==> src/rtl/rdc_pkg.sv <==
// ----------------------------------------------------------------------------
// rdc_pkg
// Shared constants, types and register map of the relative deviation
// calibrator.
// ----------------------------------------------------------------------------
package rdc_pkg;

	localparam int SAMPLE_BITS_DEF = 16;
	localparam int RATE_W          = 16;
	localparam int RATE_SHIFT      = 10;
	localparam int SUM_W           = 24;
	localparam int CNT_W           = 8;
	localparam int CFG_ADDR_W      = 5;
	localparam int CFG_DATA_W      = 32;

	localparam logic [RATE_W-1:0] RATE_MAX = '1;

	localparam logic [RATE_W-1:0] MIN_RATE_RST  = 16'd8;
	localparam logic [RATE_W-1:0] FOLD_THR_RST  = 16'd250;
	localparam logic [RATE_W-1:0] FOLD_AMT_RST  = 16'd50;
	localparam logic [CNT_W-1:0]  TARGET_RST    = 8'd100;

	localparam logic [2:0] REG_BASELINE  = 3'd0;
	localparam logic [2:0] REG_MIN_RATE  = 3'd1;
	localparam logic [2:0] REG_FOLD_THR  = 3'd2;
	localparam logic [2:0] REG_FOLD_AMT  = 3'd3;
	localparam logic [2:0] REG_TARGET    = 3'd4;

	typedef struct packed {
		logic [RATE_W-1:0] baseline;
		logic [RATE_W-1:0] min_rate;
		logic [RATE_W-1:0] fold_threshold;
		logic [RATE_W-1:0] fold_amount;
		logic [CNT_W-1:0]  target_count;
	} rdc_cfg_t;

	typedef struct packed {
		logic busy;
		logic done;
	} rdc_div_status_t;

endpackage

==> src/rtl/rdc_cfg.sv <==
// ----------------------------------------------------------------------------
// rdc_cfg
// APB-style register file holding the calibration settings.
// ----------------------------------------------------------------------------
module rdc_cfg import rdc_pkg::*; (
	input  logic                  clk,
	input  logic                  arst_n,
	input  logic                  psel,
	input  logic                  penable,
	input  logic                  pwrite,
	input  logic [CFG_ADDR_W-1:0] paddr,
	input  logic [CFG_DATA_W-1:0] pwdata,
	output logic [CFG_DATA_W-1:0] prdata,
	output logic                  pready,
	output rdc_cfg_t              cfg
);

	rdc_cfg_t   cfg_q;
	logic [2:0] idx;
	logic       wr_en;

	assign idx    = paddr[CFG_ADDR_W-1:2];
	assign wr_en  = psel && penable && pwrite;
	assign pready = 1'b1;
	assign cfg    = cfg_q;

	always_ff @(posedge clk or negedge arst_n) begin
		if (!arst_n) begin
			cfg_q.baseline       <= '0;
			cfg_q.min_rate       <= MIN_RATE_RST;
			cfg_q.fold_threshold <= FOLD_THR_RST;
			cfg_q.fold_amount    <= FOLD_AMT_RST;
			cfg_q.target_count   <= TARGET_RST;
		end else if (wr_en) begin
			unique case (idx)
				REG_BASELINE: cfg_q.baseline       <= pwdata[RATE_W-1:0];
				REG_MIN_RATE: cfg_q.min_rate       <= pwdata[RATE_W-1:0];
				REG_FOLD_THR: cfg_q.fold_threshold <= pwdata[RATE_W-1:0];
				REG_FOLD_AMT: cfg_q.fold_amount    <= pwdata[RATE_W-1:0];
				REG_TARGET:   cfg_q.target_count   <= pwdata[CNT_W-1:0];
				default: ;
			endcase
		end
	end

	always_comb begin
		unique case (idx)
			REG_BASELINE: prdata = CFG_DATA_W'(cfg_q.baseline);
			REG_MIN_RATE: prdata = CFG_DATA_W'(cfg_q.min_rate);
			REG_FOLD_THR: prdata = CFG_DATA_W'(cfg_q.fold_threshold);
			REG_FOLD_AMT: prdata = CFG_DATA_W'(cfg_q.fold_amount);
			REG_TARGET:   prdata = CFG_DATA_W'(cfg_q.target_count);
			default:      prdata = '0;
		endcase
	end

endmodule

==> config.mk <==
export PLATFORM = sky130hd
export DESIGN_NAME = rdc_cfg
export DESIGN_NICKNAME = d
export VERILOG_FILES = /design/src/rtl/rdc_pkg.sv /design/src/rtl/rdc_cfg.sv
export SDC_FILE = /design/constraint.sdc
export NUM_CORES = 1
export LEC_CHECK = 0
export CORE_ASPECT_RATIO = 1.25
export CORE_MARGIN = 8
export CORE_UTILIZATION = 30
export DETAILED_ROUTE_END_ITERATION = 16
export DONT_BUFFER_PORTS = 1
export MAX_ROUTING_LAYER = met4
export SLEW_MARGIN = 20
export SYNTH_ARGS = -nofsm -noshare
export SYNTH_HDL_FRONTEND = slang
export SYNTH_SLANG_ARGS = --single-unit
==> constraint.sdc <==
create_clock -name clk -period 2.3 [get_ports clk]
set_input_delay 0 -clock clk [delete_from_list [all_inputs] [get_ports clk]]
set_output_delay 0 -clock clk [all_outputs]
set_load 0.02 [all_outputs]
After elaboration in Yosys (flattened, before gate mapping) --
Cells that the tools add are included.
Cells by class: reductions and logical operators 8, eq/ne operators 4, mux-type cells 1
Operators with widths (number):
- $pmux W16 S5 | 1
- $reduce_and A2 Y1 | 5
- $eq A3 B2 Y1 const B | 2
- $eq A3 B1 Y1 const B | 1
- $eq A3 B3 Y1 const B | 1
- $logic_not A3 Y1 | 1
- $logic_and A1 B1 Y1 | 2
Storage, ports and cells: logic and storage cells 18, output and inout bits 105, flip-flop bits (word level) 72, input bits 42

Depth between registers and ports, before layout --
depth after elaboration 3, depth in mapped cells 5

Least setup slack after synthesis --
Ideal clock, no wire load.
path type input -> register, start input paddr[4], end register cfg_q, in the netlist cfg[32], setup slack 1.042 ns, data arrival time 1.134 ns, library setup time 0.125 ns, stages on the path 4, cell sequence nand4b_4 -> nor3b_2 -> buf_4 -> mux2_2
Between the ends: cells in the longest elaborated chain, start to end 2
Ends and longest elaborated chain:
- start: declaration | line rdc_cfg.sv:11 | input logic [CFG_ADDR_W-1:0] paddr,
- $eq A3 B2 Y1 | line rdc_cfg.sv:35 | unique case (idx)
- $reduce_and A2 Y1 (no line)
- end: declaration | line rdc_cfg.sv:18 | rdc_cfg_t cfg_q;
No other way between the ends. A chain may end at the register's enable or synchronous reset.

Worst setup path after layout --
start register cfg_q, in the netlist cfg[0], end output prdata[0]
Between the ends: cells in the longest elaborated chain, start to end 1
Ends and longest elaborated chain:
- $pmux W16 S5 | line rdc_cfg.sv:47 | unique case (idx)
- end: declaration | line rdc_cfg.sv:13 | output logic [CFG_DATA_W-1:0] prdata,
No other way between the ends.

==> flow_summary.json <==
{
  "status": "finished, final reports clean",
  "die_h_um": 137,
  "clock_latency_ns": 0.33,
  "largest_reg_flops": 72,
  "synth_edf_count": 0,
  "final_cell_mix": "mux2_2, dfrtp_1, dlygate4sd3_1",
  "power.density_nw_per_um2": 993,
  "hold_viol": 0,
  "via_per_inst": 5.12,
  "post_cts_buffers": 0,
  "p_comb_share_pct": 14.3,
  "grt-ovfl-total": 0,
  "crit_path_end_kind": "primary output",
  "diodes": 0,
  "crit_type": "register to primary output",
  "setup_slack_ns": 0.666,
  "power.internal_w": 0.00275,
  "crit_chain": "nand2_1 > a2bb2oi_1 > o21ai_0",
  "wire_per_inst_um": 24.1,
  "seq_power_share_pct": 51.8,
  "critPathLaunchType": "register",
  "r2r_slack_ns": 1.40,
  "fillers": 1083,
  "cp.arrival_ns": 1.63,
  "startpoint": "cfg[0]",
  "reg2reg_to": "cfg[47]",
  "synth_seq_area_share_pct": 51.8,
  "rows": 44,
  "dp_slack_ns": 0.766,
  "grt_pass1_wl_mm": 14.4,
  "hold_class": "input pin to primary output",
  "busiest_layer": "met2",
  "antenna_found_initial": 0,
  "p_sw_w": 0.00132,
  "nets": 303,
  "use_met3_pct": 6.05,
  "io_pins": 147,
  "critPathRequiredTime_ns": 2.30,
  "fin_crit_ns": 1.63,
  "synth_cell_types": 29,
  "timing.critical_path.to": "prdata[0]",
  "place_congestion": 0.765,
  "final_antenna_net_count": 0,
  "drt_pass1_iterations": 4,
  "drt-initial-drc-count": 56,
  "initial_core_util_pct": 30.5,
  "yosysWarnings": 0,
  "area_growth_pct": 17.1,
  "layout-drive-gt1-share_pct": 49.2,
  "max-slew-margin-rel_pct": 40.9,
  "async_flop_share_pct": 100,
  "clock_skew_ns": 0,
  "clkPwrFrac_pct": 33.9,
  "design.die.area_um2": 15400,
  "cts.sinks": 72,
  "avgSynthCellArea_um2": 14.7,
  "setup_tns_ns": 0,
  "cap_violations": 0,
  "drv_slew": 0,
  "core_area_um2": 11500,
  "seq_area_um2": 1820,
  "io_buffers": 0,
  "grt_pass1_vias": 2140,
  "numCtsBuffers": 9,
  "worst-path-buf-inv": 0,
  "worst_pin_slew_ns": 0.884,
  "power.leakage_nw": 1.79,
  "crit_family": "compound AO/OA/AOI/OAI gates",
  "cts.repair.resized": 0,
  "cpPeakStageDelay_ns": 0.59,
  "grtUsageTotal_pct": 13.2,
  "synth_ff_type": "dfrtp_1",
  "grt_start_max_net_pins": 73,
  "rsz0062_at_grt": "false",
  "hpwl_mm": 6.83,
  "switching_share_pct": 32.4,
  "multiInputGateArea_um2": 1530,
  "ctsHoldBuffers": 19,
  "crit_slowest_cell": "o21ai_0",
  "drcViolationCount": 0,
  "r2r-start": "cfg[47]",
  "fmax_mhz": 612,
  "critPathMaxFanout": 3,
  "die_x_um": 113,
  "synthCells": 238,
  "drt_wl_total_mm": 9.73,
  "fin_crit_sh_pct": 71.0,
  "synth_area_um2": 3510,
  "ys_ff_latch": 72,
  "grt_util_met1_pct": 14.5,
  "use_met2_pct": 20.9,
  "cts_tree": "built",
  "cts_root_buf": "clkbuf_16",
  "crit_cells": 3,
  "irDropWorstVdd_uv": 346,
  "h-tree-depth": 3,
  "mostFrequentLayoutCell": "mux2_2",
  "reg2reg_depth": 1,
  "setup_viol": 0,
  "vias": 2067,
  "clockBufferDepth": 2,
  "cts.clk_slew.worst_paths_ns": 0.06
}
## cells by family after synthesis
logic type	synth area share [%]
multiplexers	31.9
flip-flops	51.8
buffers and inverters	6.46
AO/OA/AOI/OAI	4.89
AND/OR/NAND/NOR	4.71
other	0.214
## cell usage after synthesis, types with 2 or more instances
master | count | area [um2]
a22oi_1 | 7 | 52.6
a32oi_1 | 8 | 70.1
and2b_1 | 2 | 15.0
buf_2 | 2 | 10.0
buf_4 | 20 | 150
buf_6 | 2 | 22.5
clkbuf_1 | 3 | 11.3
conb_1 | 2 | 7.51
dfrtp_1 | 59 | 1480
dfstp_2 | 13 | 342
mux2_2 | 70 | 788
mux2_4 | 10 | 150
mux4_2 | 8 | 180
nand2_1 | 2 | 7.51
nor2b_1 | 9 | 56.3
o21ai_0 | 8 | 40.0
## through the flow
step | utilization [%] | hold slack [ns] | total power (W) | area [um2] | instances
final | 35.7 | 0.0920 | 0.00408 | 4110 | 404
after global routing | 35.7 | 0.0948 | 0.00427 | 4110 | 404
after CTS | 35.7 | 0.0907 | 0.00415 | 4110 | 404
after detailed placement | 31.3 | -0.293 | 0.00267 | 3600 | 369
after global placement | 31.3 | -0.293 | 0.00264 | 3600 | 369
after floorplan | - | -0.296 | 0.00254 | 3560 | 253
## worst min path at each step
stage / from / slack [ns] / depth (start not counted) / to
2_1_floorplan: arst_n / -0.30 / 0 / cfg[0]
4_1_cts: paddr[4] / 0.09 / 1 / prdata[15]
3_3_place_gp: arst_n / -0.29 / 0 / cfg[66]
5_1_grt: paddr[4] / 0.09 / 1 / prdata[9]
3_5_place_dp: arst_n / -0.29 / 0 / cfg[66]
6_report: paddr[4] / 0.09 / 1 / prdata[9]
## power by group through the flow
stage | clock [W] | combinational [W] | sequential [W]
after floorplan | 0 | 0.000498 | 0.00204
after global placement | 0 | 0.000506 | 0.00214
after detailed placement | 0 | 0.000521 | 0.00215
after CTS | 0.00142 | 0.000593 | 0.00213
after global routing | 0.00147 | 0.000632 | 0.00216
final | 0.00138 | 0.000584 | 0.00211
## metal layers
layer | up-vias | share of wire (%)
met3 | 12 | 11
met1 | 1078 | 39
met2 | 89 | 49
li1 | 888 | -
met4 | 0 | 1.3
met5 | - | 0
## layout make-up
cell class                 count  area share, %
inverter                       1         0.0914
tap                          138           4.21
sequential                    72           44.3
clock inverter                 5           1.37
multi-input combinational    150           37.3
timing repair buffer          27           6.83
clock buffer                  11           5.91
No activity file was read; power rests on OpenSTA's default activity.
