`src/rtl/rdc_pkg.sv`:
```
// ----------------------------------------------------------------------------
// rdc_pkg
// Shared constants, types and register map of the relative deviation
// calibrator.
// ----------------------------------------------------------------------------
package rdc_pkg;

	localparam int SAMPLE_BITS_DEF = 16;
	localparam int RATE_W          = 16;
	localparam int RATE_SHIFT      = 10;
	localparam int SUM_W           = 24;
	localparam int CNT_W           = 8;
	localparam int CFG_ADDR_W      = 5;
	localparam int CFG_DATA_W      = 32;

	localparam logic [RATE_W-1:0] RATE_MAX = '1;

	localparam logic [RATE_W-1:0] MIN_RATE_RST  = 16'd8;
	localparam logic [RATE_W-1:0] FOLD_THR_RST  = 16'd250;
	localparam logic [RATE_W-1:0] FOLD_AMT_RST  = 16'd50;
	localparam logic [CNT_W-1:0]  TARGET_RST    = 8'd100;

	localparam logic [2:0] REG_BASELINE  = 3'd0;
	localparam logic [2:0] REG_MIN_RATE  = 3'd1;
	localparam logic [2:0] REG_FOLD_THR  = 3'd2;
	localparam logic [2:0] REG_FOLD_AMT  = 3'd3;
	localparam logic [2:0] REG_TARGET    = 3'd4;

	typedef struct packed {
		logic [RATE_W-1:0] baseline;
		logic [RATE_W-1:0] min_rate;
		logic [RATE_W-1:0] fold_threshold;
		logic [RATE_W-1:0] fold_amount;
		logic [CNT_W-1:0]  target_count;
	} rdc_cfg_t;

	typedef struct packed {
		logic busy;
		logic done;
	} rdc_div_status_t;

endpackage

```
`src/rtl/rdc_divider.sv`:
```
// ----------------------------------------------------------------------------
// rdc_divider
// Restoring divider producing one quotient bit per cycle, shared by the
// deviation rate and the average.
// ----------------------------------------------------------------------------
module rdc_divider import rdc_pkg::*; #(
	parameter int DIVIDEND_W = SAMPLE_BITS_DEF + RATE_SHIFT
) (
	input  logic                  clk,
	input  logic                  arst_n,
	input  logic                  start,
	input  logic [DIVIDEND_W-1:0] dividend,
	input  logic [RATE_W-1:0]     divisor,
	output logic [DIVIDEND_W-1:0] quotient,
	output rdc_div_status_t       status
);

	localparam int STEP_W = $clog2(DIVIDEND_W + 1);

	logic [DIVIDEND_W-1:0] dvd_q;
	logic [RATE_W-1:0]     rem_q;
	logic [RATE_W-1:0]     dsr_q;
	logic [STEP_W-1:0]     step_q;
	logic                  busy_q;
	logic                  done_q;
	logic [RATE_W:0]       trial;
	logic [RATE_W:0]       diff;
	logic                  fits;

	assign trial = {rem_q, dvd_q[DIVIDEND_W-1]};
	assign diff  = trial - {1'b0, dsr_q};
	assign fits  = (trial >= {1'b0, dsr_q});

	always_ff @(posedge clk or negedge arst_n) begin
		if (!arst_n) begin
			busy_q <= 1'b0;
			done_q <= 1'b0;
			step_q <= '0;
		end else begin
			done_q <= 1'b0;
			if (start) begin
				busy_q <= 1'b1;
				step_q <= STEP_W'(DIVIDEND_W);
			end else if (busy_q) begin
				step_q <= step_q - 1'b1;
				if (step_q == STEP_W'(1)) begin
					busy_q <= 1'b0;
					done_q <= 1'b1;
				end
			end
		end
	end

	always_ff @(posedge clk) begin
		if (start) begin
			dvd_q <= dividend;
			rem_q <= '0;
			dsr_q <= divisor;
		end else if (busy_q) begin
			dvd_q <= {dvd_q[DIVIDEND_W-2:0], fits};
			rem_q <= fits ? diff[RATE_W-1:0] : trial[RATE_W-1:0];
		end
	end

	assign quotient    = dvd_q;
	assign status.busy = busy_q;
	assign status.done = done_q;

endmodule

```
`config.mk`:
```
export PLATFORM = sky130hd
export DESIGN_NAME = rdc_divider
export DESIGN_NICKNAME = d
export VERILOG_FILES = /design/src/rtl/rdc_pkg.sv /design/src/rtl/rdc_divider.sv
export SDC_FILE = /design/constraint.sdc
export NUM_CORES = 1
export LEC_CHECK = 0
export BUFFER_PORTS_ARGS = -buffer_cell sky130_fd_sc_hd__buf_4
export CORE_AREA = 2 2 98 100
export CTS_CLUSTER_SIZE = 40
export DETAILED_ROUTE_END_ITERATION = 7
export DIE_AREA = 0 0 100 102
export GPL_TIMING_DRIVEN = 0
export HOLD_SLACK_MARGIN = 0.1
export PLACE_DENSITY_LB_ADDON = 0.25
export SYNTH_ARGS = -nofsm -noshare
export SYNTH_HDL_FRONTEND = slang
export SYNTH_SLANG_ARGS = --single-unit
```
`constraint.sdc`:
```
create_clock -name clk -period 4.9 [get_ports clk]
set_input_delay 0.49 -clock clk [delete_from_list [all_inputs] [get_ports clk]]
set_output_delay 0.49 -clock clk [all_outputs]
set_load 0.05 [all_outputs]
```
# Word level (Yosys, flattened, before mapping)
# Index checks and enable logic that the tools add are counted.
dict set report classes {
  n_mux 11
  n_addsub 2
  reduce_logical 1
  order_cmp 1
  eq_ne 1
}
# operator n
set op_table {}
lappend op_table {{two-way mux 26 bit} 2}
lappend op_table {{greater-or-equal comparator 17 x 16 -> 1 bit} 1}
lappend op_table {{two-way mux 16 bit} 1}
lappend op_table {{subtractor 16 bit} 1}
lappend op_table {{two-way mux 5 bit} 2}
lappend op_table {{two-way mux 1 bit} 6}
lappend op_table {{equality test 5 x 1 -> 1 bit, second input constant} 1}
lappend op_table {{subtractor 5 x 1 -> 5 bit, second input constant} 1}
lappend op_table {{nonzero test 2 bit} 1}
dict set report totals {
  ff_bits 65
  word_cells 22
}

# Longest topological paths before layout
dict set report logic_depth {
  depth_word 4
  mapped_depth 11
  depth_no_buf 10
}

# Least setup slack after synthesis
# OpenSTA, ideal clock, no wires.
dict set report synth_timing {
  path_type {reg2reg}
  from {register dvd_q[25] (netlist: quotient[25])}
  to {register dvd_q[0] (netlist: quotient[0]) (data pin)}
  path_slack_ps 2398
  stages_incl_launch_ff 11
  required_ps 4640
  t_arrival_ps 2242
  setup_time_ps 260
  n_path_buf 2
  cell_sequence {edfxtp_1 -> inv_1 -> ha_1 -> nand2b_1 -> a21oi_1 -> nor2_2 -> o21ai_2 -> a211o_2 -> buf_8 -> buf_12 -> mux2_2}
}
dict set report synth_between {
  elab_chain_len 3
}
# item line_no
set synth_lines {}
lappend synth_lines {{start, declared} rdc_divider.sv:20} ;# logic [DIVIDEND_W-1:0] dvd_q;
lappend synth_lines {{start signal, assigned} rdc_divider.sv:56} ;# dvd_q <= dividend;
lappend synth_lines {{start signal, assigned} rdc_divider.sv:60} ;# dvd_q <= {dvd_q[DIVIDEND_W-2:0], fits};
lappend synth_lines {{greater-or-equal comparator 17 x 16 -> 1 bit} rdc_divider.sv:32} ;# assign fits = (trial >= {1'b0, dsr_q});
lappend synth_lines {{two-way mux 26 bit} rdc_divider.sv:59} ;# end else if (busy_q) begin
lappend synth_lines {{two-way mux 26 bit} rdc_divider.sv:55} ;# if (start) begin
# No other way between the ends. The select of a mux whose other input is x is not followed.
# A chain may end at the register's enable or synchronous reset.

# Final worst setup path
dict set report layout_timing {
  from {register dsr_q[12]}
  to {register dvd_q[0] (netlist: quotient[0]) (data pin)}
}
dict set report layout_between {
  elab_chain_len 3
}
# item line_no
set layout_lines {}
lappend layout_lines {{start, declared} rdc_divider.sv:22} ;# logic [RATE_W-1:0] dsr_q;
lappend layout_lines {{start signal, assigned} rdc_divider.sv:58} ;# dsr_q <= divisor;
lappend layout_lines {{greater-or-equal comparator 17 x 16 -> 1 bit} rdc_divider.sv:32}
lappend layout_lines {{two-way mux 26 bit} rdc_divider.sv:59}
lappend layout_lines {{two-way mux 26 bit} rdc_divider.sv:55}
# No other way between the ends. The select of a mux whose other input is x is not followed.

==> summary.txt <==
STA
  • Final Hold Fails: 0
  • Slew Limit Fails: 0
  • Fin crit period: 2.56 ns
  • Slew margin rel.: 31.1%
  • Clk_skew: 0.0137 ns
  • Total negative setup slack: 0 ns
  • Measured slew at the worst slew-check pin: 1.03 ns
  • RSZ-0062 raised after global routing: false
  • Setup Viol. Count Final: 0
  • Fmax: 391 MHz
  • Final Cycle Share: between 50% and 60%

Route
  • Drt wl/cell: 15.3 um
  • DRT iter0 DRCs: 91
  • First-pass detailed-route iteration total: 4
  • Wirelength, routed: 7720 um
  • Total number of vias: about 2600
  • # DRC: 0
  • Vias per inst: 5.09
  • Antenna viol nets, final: 0

Power
  • P_sw: about 0.8 mW
  • Clock Power Share: 23.4%
  • Worst IR Drop VDD: 0.229 mV
  • Overall power consumption: 2.26 mW
  • Pleak: 1.92 nW
  • Switching share of power: between 30 and 40%
  • Seq pwr share: 33.6%
  • Pwr/cell area: 505 nW/um^2
  • Combinational fraction of design power: 43.0%
  • Cell Int Power: 1.43 mW

Final layout
  • Area taken by multi-input logic gates: 1600 sq um
  • Ratio of cells with drive above 1 in the final layout: 33.9%
  • Area Overhead vs Synth: 25.8%
  • Fillers: 866
  • Post-layout util: 49.1%
  • NumNets Final: 451
  • Non-Filler Instances: between 500 and 600
  • Reg area: 1760 sq um
  • Diode count: 0

Critical path
  • Critical path buffers and inverters: 3
  • CP max stage delay: 0.36 ns
  • Worst Path Required: 4.99 ns
  • CP cell instances: inv_1, ha_1, a21oi_1, nand2_1, a211oi_2, o21ai_2, a211o_2, buf_8, buf_12, mux2_2
  • R2r startpoint: dsr_q[12]$_DFFE_PP_
  • Stages on the worst setup path: 10
  • WP data arrival: 2.65 ns
  • Crit path max-delay family: compound AO/OA/AOI/OAI gates
  • Slowest-stage cell, CP: ha_1
  • Worst Path Class, Setup: flop to flop
  • Worst Path Max Fanout: 10
  • Reg2Reg Depth: 10
  • Type of destination of the critical path: flop
  • Startpoint types: flop
  • Crit. Startpoint: dsr_q[12]$_DFFE_PP_

Logic synthesis
  • Unique masters post-synth: 54
  • Cell count after synthesis: ~300
  • Yosys warning count: 0
  • Primary FF master, synth: edfxtp_1
  • Syn nets: roughly 370
  • Mean Syn Cell Area: roughly 12 sq um
  • Seq/Total Area, Yosys: 49.4%
  • Async SR Flop Fraction: 10.8%
  • Synth Register Bits: 65
  • Cell Area, Synth: 3550 sq um
  • Post-synth EDFFs: 42

GRT
  • Pin count of the biggest net entering global routing: 27
  • First-pass GRT wire length: approximately 12000 um
  • Grt total ovfl: 0
  • Initial antenna violation count: 0
  • Vias in the first global route: 2469
  • Gr usage total: 15.7%

Placement
  • Port buffer count: 72
  • Global placer's final weighted congestion: 0.826
  • DP HPWL: 5450 um
  • Placed cells: 486

Clock network
  • CTS tree: done
  • Clock-pin slew on the worst setup and hold paths: 0.08 ns
  • Worst skew pair latency: 0.35 ns
  • Clock Tree Root: clkbuf_8
  • Maximum root-to-sink buffer count: 2
  • Clock sinks: 65
  • H-tree depth: 3
  • Setup Buffers After CTS: 0
  • CTS Buf Count: 9

Die
  • Die ar.: 10200 sq um
  • Row count: 35
  • Initial Util: about 40%
  • Die X: 100 um
  • CORE AREA: 9110 sq um
  • I/O pin total: 73
  • Die height: 102 um

Hold path
  • Hold WC Path Type: input port to flop
  • WHS Path Cells: 1
  • HP Start: divisor[7]

Status
  • Status: complete, no violations

Job
  • Max cap viols: 0
-- power by group through the flow --
stage               registers, mW  clock network [mW]  logic [mW]
floorplan                   0.847                   0       0.670
global placement            0.764                   0       0.952
detailed placement          0.766                   0       0.967
CTS                         0.757               0.537       0.970
global route                0.772               0.563        1.05
finish                      0.757               0.528       0.971
-- logic make-up (layout without fill, tap and decap cells) --
kind of cell             Yosys count  count (layout)  share of synthesized area (%)
flip-flops                        65              65                           49.4
AND/OR/NAND/NOR                   73              73                           10.3
XOR/XNOR                          16              16                           3.94
buffers and inverters             33             122                           5.67
AO/OA/AOI/OAI                     56              56                           11.1
adder cells (fa/ha/maj)           19              19                           6.90
multiplexers                      41              41                           12.6
-- Yosys cell counts, types with 2 or more instances --
master    instances  area [sq um]
a211oi_2          2          25.0
xnor2_1           9          78.8
nor4_1            2          12.5
edfxtp_1         42          1260
mux2i_1          14           140
nand2b_1          7          43.8
o31ai_1           3          22.5
buf_6             3          33.8
mux2_2           26           293
dfrtp_1           7           175
nor2_1           26          97.6
nor2b_1           3          18.8
a21oi_1          10          50.1
a21o_1            3          22.5
a21boi_0          2          15.0
buf_4             2          15.0
o41ai_1           2          17.5
clkbuf_1          3          11.3
xor2_1            7          61.3
nand2_1          15          56.3
nand4_1           3          18.8
dfxtp_1          16           320
o21ai_0          11          55.1
a211oi_1         10          75.1
ha_1             18           225
clkbuf_8          2          27.5
o21ai_2           2          17.5
nand3_1           2          10.0
inv_1            21          78.8
o211ai_1          2          15.0
nor3_1            5          25.0
-- worst reg2reg max path, cell delays in order (launching register included) --
cell      delay, ns
edfxtp_1       0.33
inv_1          0.04
ha_1           0.36
a21oi_1        0.22
nand2_1        0.11
a211oi_2       0.23
o21ai_2        0.10
a211o_2        0.35
buf_8          0.16
buf_12         0.15
mux2_2         0.26
-- path summary, 6_finish.rpt --
path | endpoint | slack (ns)
worst max register to register | quotient[0]$_DFFE_PP_ | 2.34
worst min-delay path | dsr_q[7]$_DFFE_PP_ | 0.32
min in group asynchronous | step_q[4]$_DFFE_PN0P_ | 0.50
worst min register to register | rem_q[15]$_SDFFE_PP0P_ | 0.50
worst max-delay path | quotient[0]$_DFFE_PP_ | 2.34
max in group asynchronous | step_q[0]$_DFFE_PN0P_ | 4.27
-- state kept, by name, summed over array words and instances (netlist names) --
register  count
busy_q        1
done_q        1
dsr_q        16
quotient     26
rem_q        16
step_q        5
-- routing by layer --
layer / GRT usage (%) / routed length (um) / up-vias
met5: 0 / 0 / -
met4: 4.11 / 65 / 0
met3: 5.20 / 344 / 6
met2: 25.8 / 3710 / 52
met1: 20.2 / 3600 / 1221
li1: - / - / 1279
-- final cells by class --
cell class	instances	area share [%]
clock inverter	6	2.04
buffer	12	2.74
timing repair buffer	73	12.3
inverter	21	1.76
sequential	65	39.3
clock buffer	10	3.08
multi-input combinational	205	35.7
tap	111	3.10
-- cells in the final DEF (no fill, tap or decap), drive strengths merged, types with 2 or more instances in the layout --
master / count
o31ai: 3
clkbuf: 15
a21oi: 10
xnor2: 9
a211o: 2
o21ai: 13
a21o: 3
a21boi: 2
a211oi: 12
inv: 21
dfxtp: 16
mux2i: 14
nor2: 27
mux2: 27
nand2b: 7
nand2: 15
clkinv: 4
o211ai: 2
nor2b: 4
nand4: 3
nor3: 5
dfrtp: 7
xor2: 7
bufinv: 2
nand3: 2
nor4: 2
o41ai: 2
buf: 79
edfxtp: 42
ha: 18
-- through the flow --
step / setup WS (ns) / area [sq um] / hold slack [ns]
floorplan: 2.40 / 3550 / 0.194
CTS: 2.36 / 4470 / 0.304
global route: 2.21 / 4470 / 0.300
detailed placement: 2.37 / 4230 / 0.310
finish: 2.34 / 4470 / 0.321
global placement: 2.38 / 4230 / 0.307
-- timing repair --
action                                 in CTS  in global routing
gates resized for setup                     0                  0
hold buffers                                1                  0
endpoints found under the hold margin       7                  0
Note: power is estimated with default switching activity, not from simulation.
